`config.mk`:
```
export PLATFORM = sky130hd
export DESIGN_NAME = skct_ctrl
export DESIGN_NICKNAME = d
export VERILOG_FILES = /design/src/hdl/skct_pkg.sv /design/src/hdl/skct_ctrl.sv
export SDC_FILE = /design/constraint.sdc
export NUM_CORES = 1
export LEC_CHECK = 0
export ABC_AREA = 1
export BUFFER_PORTS_ARGS = -buffer_cell sky130_fd_sc_hd__buf_2
export CAP_MARGIN = 5
export CORE_AREA = 2 2 39 41
export DETAILED_ROUTE_END_ITERATION = 6
export DIE_AREA = 0 0 41 43
export PLACE_DENSITY_LB_ADDON = 0.15
export SLEW_MARGIN = 20
export SYNTH_ARGS = -nofsm -noshare
export SYNTH_HDL_FRONTEND = slang
export SYNTH_SLANG_ARGS = --single-unit
```
`constraint.sdc`:
```
create_clock -name clk -period 1.2 [get_ports clk]
set_clock_uncertainty 0.05 [all_clocks]
set_input_delay 0.12 -clock clk [delete_from_list [all_inputs] [get_ports clk]]
set_output_delay 0.12 -clock clk [all_outputs]
set_load 0.02 [all_outputs]
```
`src/hdl/skct_pkg.sv`:
```
package skct_pkg;

    localparam int TABLE_DEPTH = 65536;
    localparam int KEY_BITS    = 64;
    localparam int COUNT_BITS  = 32;
    localparam int ADDR_BITS   = $clog2(TABLE_DEPTH);
    localparam int LEN_BITS    = $clog2(TABLE_DEPTH + 1);

    localparam logic [0:0] OP_ADD  = 1'b0;
    localparam logic [0:0] OP_READ = 1'b1;

    typedef enum logic [2:0] {
        ST_INSERTED  = 3'd0,
        ST_UPDATED   = 3'd1,
        ST_FULL      = 3'd2,
        ST_READ_OK   = 3'd3,
        ST_BAD_INDEX = 3'd4
    } status_t;

    typedef enum logic [3:0] {
        S_IDLE,
        S_SEARCH_RD,
        S_SEARCH_CMP,
        S_DECIDE_RD,
        S_DECIDE,
        S_SHIFT_RD,
        S_SHIFT_WR,
        S_INSERT,
        S_READ_RD,
        S_READ_DONE,
        S_OUT
    } state_t;

    // controller to datapath
    typedef struct packed {
        logic load_item;
        logic init_search;
        logic rd_mid;
        logic step_search;
        logic rd_pos;
        logic do_update;
        logic do_full;
        logic init_shift;
        logic rd_shift;
        logic wr_shift;
        logic do_insert;
        logic rd_index;
        logic do_read;
        logic out_load;
    } dp_cmd_t;

    // datapath to controller
    typedef struct packed {
        logic is_read;
        logic search_done;
        logic key_match;
        logic is_full;
        logic shift_done;
        logic index_ok;
    } dp_status_t;

endpackage

```
`src/hdl/skct_ctrl.sv`:
```
module skct_ctrl
(
    input  logic                 clk,
    input  logic                 rst_n,
    input  logic                 in_valid,
    output logic                 in_stall,
    output logic                 out_valid,
    input  logic                 out_stall,
    input  skct_pkg::dp_status_t stat,
    output skct_pkg::dp_cmd_t    cmd
);

    skct_pkg::state_t state_reg, state_next;
    logic out_valid_reg, out_valid_next;
    logic busy;

    assign busy = state_reg != skct_pkg::S_IDLE;
    // the output word may still wait while a new item is taken
    assign in_stall  = busy;
    assign out_valid = out_valid_reg;

    always_comb
    begin
        state_next = state_reg;
        unique case (state_reg)
            skct_pkg::S_IDLE:
            begin
                if (in_valid)
                begin
                    state_next = skct_pkg::S_SEARCH_RD;
                end
            end
            skct_pkg::S_SEARCH_RD:
            begin
                if (stat.is_read)
                begin
                    state_next = skct_pkg::S_READ_RD;
                end
                else if (stat.search_done)
                begin
                    state_next = skct_pkg::S_DECIDE_RD;
                end
                else
                begin
                    state_next = skct_pkg::S_SEARCH_CMP;
                end
            end
            skct_pkg::S_SEARCH_CMP: state_next = skct_pkg::S_SEARCH_RD;
            skct_pkg::S_DECIDE_RD:  state_next = skct_pkg::S_DECIDE;
            skct_pkg::S_DECIDE:
            begin
                if (stat.key_match || stat.is_full)
                begin
                    state_next = skct_pkg::S_OUT;
                end
                else
                begin
                    state_next = skct_pkg::S_SHIFT_RD;
                end
            end
            // shift pointer is valid here, in the cycle after it is set up
            skct_pkg::S_SHIFT_RD:
            begin
                if (stat.shift_done)
                begin
                    state_next = skct_pkg::S_INSERT;
                end
                else
                begin
                    state_next = skct_pkg::S_SHIFT_WR;
                end
            end
            skct_pkg::S_SHIFT_WR:   state_next = skct_pkg::S_SHIFT_RD;
            skct_pkg::S_INSERT:     state_next = skct_pkg::S_OUT;
            skct_pkg::S_READ_RD:    state_next = skct_pkg::S_READ_DONE;
            skct_pkg::S_READ_DONE:  state_next = skct_pkg::S_OUT;
            skct_pkg::S_OUT:
            begin
                if (!out_valid_reg || !out_stall)
                begin
                    state_next = skct_pkg::S_IDLE;
                end
            end
            default:                state_next = skct_pkg::S_IDLE;
        endcase
    end

    always_comb
    begin
        cmd = '0;
        unique case (state_reg)
            skct_pkg::S_IDLE:       cmd.load_item = in_valid;
            skct_pkg::S_SEARCH_RD:  cmd.rd_mid = 1'b1;
            skct_pkg::S_SEARCH_CMP: cmd.step_search = 1'b1;
            skct_pkg::S_DECIDE_RD:  cmd.rd_pos = 1'b1;
            skct_pkg::S_DECIDE:
            begin
                cmd.do_update  = stat.key_match;
                cmd.do_full    = !stat.key_match && stat.is_full;
                cmd.init_shift = !stat.key_match && !stat.is_full;
            end
            skct_pkg::S_SHIFT_RD:   cmd.rd_shift = !stat.shift_done;
            skct_pkg::S_SHIFT_WR:   cmd.wr_shift = 1'b1;
            skct_pkg::S_INSERT:     cmd.do_insert = 1'b1;
            skct_pkg::S_READ_RD:    cmd.rd_index = 1'b1;
            skct_pkg::S_READ_DONE:  cmd.do_read = 1'b1;
            skct_pkg::S_OUT:        cmd.out_load = !out_valid_reg || !out_stall;
            default:                cmd = '0;
        endcase
        // search bounds are set up as the item is taken
        cmd.init_search = cmd.load_item;
    end

    always_comb
    begin
        out_valid_next = out_valid_reg;
        if (out_valid_reg && !out_stall)
        begin
            out_valid_next = 1'b0;
        end
        if (cmd.out_load)
        begin
            out_valid_next = 1'b1;
        end
    end

    always_ff @(posedge clk or negedge rst_n)
    begin
        if (!rst_n)
        begin
            state_reg     <= skct_pkg::S_IDLE;
            out_valid_reg <= 1'b0;
        end
        else
        begin
            state_reg     <= state_next;
            out_valid_reg <= out_valid_next;
        end
    end

`ifndef SYNTHESIS
    a_take_idle: assert property (@(posedge clk) disable iff (!rst_n)
        cmd.load_item |-> state_reg == skct_pkg::S_IDLE)
        else $error("item taken while busy");
    a_out_safe: assert property (@(posedge clk) disable iff (!rst_n)
        cmd.out_load |-> (!out_valid_reg || !out_stall))
        else $error("output word overwritten");
    a_one_write: assert property (@(posedge clk) disable iff (!rst_n)
        $countones({cmd.do_update, cmd.wr_shift, cmd.do_insert}) <= 1)
        else $error("two table writes at once");
`endif

endmodule

```
# --- After elaboration in Yosys (flattened, before gate mapping) ---
# Cells that the tools add are included.
classes:
  n_eq_ne: 12
  n_mux: 20
  reduce_logical: 15
op_table:
  columns: ["operator", "n"]
  rows:
  - ["$pmux W4 S10", 1]
  - ["$eq A4 B3 Y1 const B", 4]
  - ["$mux W4", 4]
  - ["$mux W1", 14]
  - ["$eq A4 B4 Y1 const B", 3]
  - ["$eq A4 B2 Y1 const B", 2]
  - ["$logic_not A1 Y1", 5]
  - ["$eq A4 B1 Y1 const B", 1]
  - ["$logic_not A4 Y1", 1]
  - ["$ne A2 B2 Y1 const B", 2]
  - ["$reduce_bool A4 Y1", 1]
  - ["$logic_and A1 B1 Y1", 3]
  - ["$mux W3", 1]
  - ["$logic_or A1 B1 Y1", 2]
  - ["$reduce_and A2 Y1", 1]
  - ["$reduce_bool A2 Y1", 1]
  - ["$reduce_or A2 Y1", 1]
word_totals:
  register_bits: 5
  input_bits: 10
  output_inout_bits: 16
  elab_cells: 49

# --- Longest topological paths before layout ---
depth:
  word_depth: 4
  mapped_depth: 7
  depth_no_buf: 7

# --- Worst setup path before layout ---
# No wires, ideal clock.
synth_timing:
  kind: "register -> output"
  from: "reg state_reg[1]"
  to: "out cmd[13] in the netlist's numbering"
  t_arrival_ns: 1.424
  required_time_ns: 1.030
  setup_slack_ns: -0.394
  stages_incl_launch_ff: 5
  n_path_buf: 1
  path_cell_list: "dfrtp_1 > nor2_2 > nand3_1 > nor2_1 > buf_4"
synth_lines:
  columns: ["element", "line", "rtl"]
  rows:
  - ["from (decl)", "skct_ctrl.sv:13", "skct_pkg::state_t state_reg, state_next;"]
  - ["from (signal assigned)", "skct_ctrl.sv:131", "state_reg <= skct_pkg::S_IDLE;"]
  - ["from (signal assigned)", "skct_ctrl.sv:136", "state_reg <= state_next;"]
  - ["to (decl)", "skct_ctrl.sv:10", "output skct_pkg::dp_cmd_t cmd"]

==> results_dict.tcl <==
set metrics [dict create \
    dp_hpwl_um 911.6 \
    first_global_vias 492 \
    route.final.wire_length_um 1205 \
    final_core_util_pct 60.76 \
    maxSlewHeadroom_pct 85.79 \
    syn_inst 72 \
    crit-reg2reg-launch "state_reg[1]$_DFFE_PN0P_" \
    worstHoldStart "out_stall" \
    place.gp.congestion 0.7973 \
    cp-startpoint "state_reg[1]$_DFFE_PN0P_" \
    crit_fanout 6 \
    avgViaCountPerCell 4.496 \
    clkLatencyLatePin_ns 0.23 \
    placed_cells_incl_taps 114 \
    placement.setup.worst_slack_ns -0.02583 \
    clkSlewWorstSetupHoldPaths_ns 0.04 \
    clk_root_buffer_cell "sky130_fd_sc_hd__clkbuf_4" \
    timing.critical_path.required_ns 1.03 \
    ys.warnings.count 0 \
    reg2reg_setup_slack_ns -0.04 \
    pin_count 26 \
    crit_end "cmd[12]" \
    worstReg2RegEnd "state_reg[0]$_DFFE_PN0P_" \
    drc 0 \
    clockBufferDepth 2 \
    maxClockFrequency_mhz 710.3 \
    post-route-min-period_ns 1.408 \
    fp.coreArea_mm2 0.001384 \
    synth.yosys.seq_area_share_pct 29.67 \
    violations "setup timing" \
    firstDrtPassIters 3 \
    dpl_cell_area_um2 604.3 \
    synth_area_um2 421.7 \
    wl_per_cell_um 9.797 \
    number_of_clock_buffers_inserted_by_tritoncts 3 \
    largest_register_ff_count 4 \
    syn-mean-instance-area_um2 5.856 \
    cts_num_sinks 5 \
    yosysUniqueCellTypes 15 \
    syn2layout_area_growth_pct 99.41 \
    die_h_um 43 \
    io_buffers 24 \
    floorplan.die_area_mm2 0.001763 \
    multi_input_combinational_cell_area_um2 362.8 \
    grt_usage_pct 16.60 \
    layout.filler_cells 128 \
    antenna_left 0 \
    grt_first_pass_wirelength_um 2001 \
    report.final.slew_viol_count 0 \
    maxCapViolCount 0 \
    finished_cell_area_um2 840.8 \
    std_cell_rows 14 \
    die_width_um 41 \
    grt-ovfl-total 0 \
    worst_hold_path_type "in -> reg" \
    cell_pwr_density_mw_per_mm2 2521 \
    finish.cell_count_without_fillers 123 \
    share_of_cells_above_drive_strength_1_pct 62.62 \
    layout.area.seq_um2 127.6 \
    cp-start-kind "flip-flop" \
    antenna_found_initial 0 \
    fin_worst_hold_slack_ns 0.05789 \
    critPathCaptureType "output pin" \
    n_antenna_cell 0 \
    worst_pin_slew_ns 0.2116 \
    min_period_over_period_pct 117.3 \
    leakagePower_nw 0.4422 \
    final_hold_viol_count 0 \
    final_critical_path_setup_slack_ns -0.2079 \
    top_signal_layer_used "met3" \
    detail_route.iter0.violations 4 \
    route.met3.wl_um 34 \
    worst-r2r-cell-count 6 \
    grt_max_degree 7 \
    rsz0062_at_grt "true" \
    syn_nets 82 \
    number_of_nets_in_the_finished_design 118 \
    detailroute.via_count 553 \
    cts-htree-levels 1 \
    dr_wl_met2_um 633 \
    ys_ff_latch 5 \
    route.layer.met1.wl_um 537 \
    irDropWorstVdd_mv 1.358 \
    finalSetupViolations 16 \
    layout.cells.most_common_list "13 x sky130_fd_sc_hd__nand2_1, 13 x sky130_fd_sc_hd__buf_4, 11 x sky130_fd_sc_hd__buf_2, 9 x sky130_fd_sc_hd__inv_1" \
    run_status "finished, violations left" \
    initial_core_util_pct 30.47 \
    critical_path_arrival_ns 1.24 \
    timing_worst_setup_path_type "reg -> out" \
    cts_tree "yes" \
]
-- metrics by stage --
step	total power [W]	TNS, ns
floorplan	0.001072	-0.1244
global placement	0.001391	-0.01726
detailed placement	0.001390	-0.03098
CTS	0.001957	-2.449
global route	0.002274	-3.551
finish	0.002120	-2.478
-- cell usage after synthesis --
master / number / area, um2
sky130_fd_sc_hd__nor2_2: 3 / 18.77
sky130_fd_sc_hd__buf_4: 2 / 15.01
sky130_fd_sc_hd__o21ai_2: 1 / 8.760
sky130_fd_sc_hd__inv_1: 11 / 41.29
sky130_fd_sc_hd__dfrtp_1: 5 / 125.1
sky130_fd_sc_hd__o21ai_1: 1 / 5.000
sky130_fd_sc_hd__nor3_1: 4 / 20.02
sky130_fd_sc_hd__nand2_1: 18 / 67.56
sky130_fd_sc_hd__nor2_1: 16 / 60.06
sky130_fd_sc_hd__inv_2: 2 / 7.510
sky130_fd_sc_hd__nand2_2: 1 / 6.260
sky130_fd_sc_hd__a21oi_1: 1 / 5.000
sky130_fd_sc_hd__nand3b_1: 2 / 15.01
sky130_fd_sc_hd__nand4_1: 1 / 6.260
sky130_fd_sc_hd__nand3_1: 4 / 20.02
-- power by group --
| part | internal [W] | switching (W) |
|---|---|---|
| clock network | 0.000125 | 0.0000585 |
| logic | 0.000660 | 0.000929 |
| registers | 0.000250 | 0.0000982 |
| total | 0.00103 | 0.00109 |
-- layer usage --
layer  vias to the layer above  track usage [%]
met5                         -                0
met2                        11            24.38
li1                        291                -
met4                         0            6.000
met3                         0            3.141
met1                       251            23.43
-- final cells by class --
type / count / share of cell area (%)
clock buffers: 4 / 3.125
inverters: 13 / 6.101
multi-input cells: 52 / 43.15
flip-flops and latches: 5 / 15.18
well taps: 16 / 2.381
repair buffers: 33 / 30.06
-- worst min-delay path by stage --
stage / to / slack (ns) / depth (start not counted)
floorplan: out_valid$_DFFE_PN0P_ / -0.23 / 0
global placement: out_valid$_DFFE_PN0P_ / -0.11 / 1
detailed placement: state_reg[3]$_DFFE_PN0P_ / -0.11 / 1
CTS: out_valid$_DFFE_PN0P_ / 0.06 / 3
global route: out_valid$_DFFE_PN0P_ / 0.07 / 3
finish: out_valid$_DFFE_PN0P_ / 0.06 / 3
-- cells by family (layout without fill, tap and decap cells) --
| kind of cell | after synthesis | count (layout) | share of synthesized area, % |
|---|---|---|---|
| buffers and inverters | 15 | 50 | 15.13 |
| DFF | 5 | 5 | 29.67 |
| AOI/OAI and AO/OA | 3 | 3 | 4.449 |
| and+or+nand+nor | 49 | 49 | 50.74 |
-- critical path, cell delays in order, from the launching register on --
cell and delay, ns:
sky130_fd_sc_hd__dfrtp_2 0.45, sky130_fd_sc_hd__nor2_4 0.20, sky130_fd_sc_hd__nand3_4 0.11, sky130_fd_sc_hd__nor2_4 0.10, sky130_fd_sc_hd__buf_4 0.14
-- what timing repair did --
item                                   CTS  global route
buffers inserted                         3             2
pin swaps                                2             4
hold buffers                             1             0
gates cloned                             0             0
endpoints found under the hold margin    5             0
gates resized for setup                 38            14
setup endpoints to repair               17            19
Note: power is estimated with default switching activity, not from simulation.
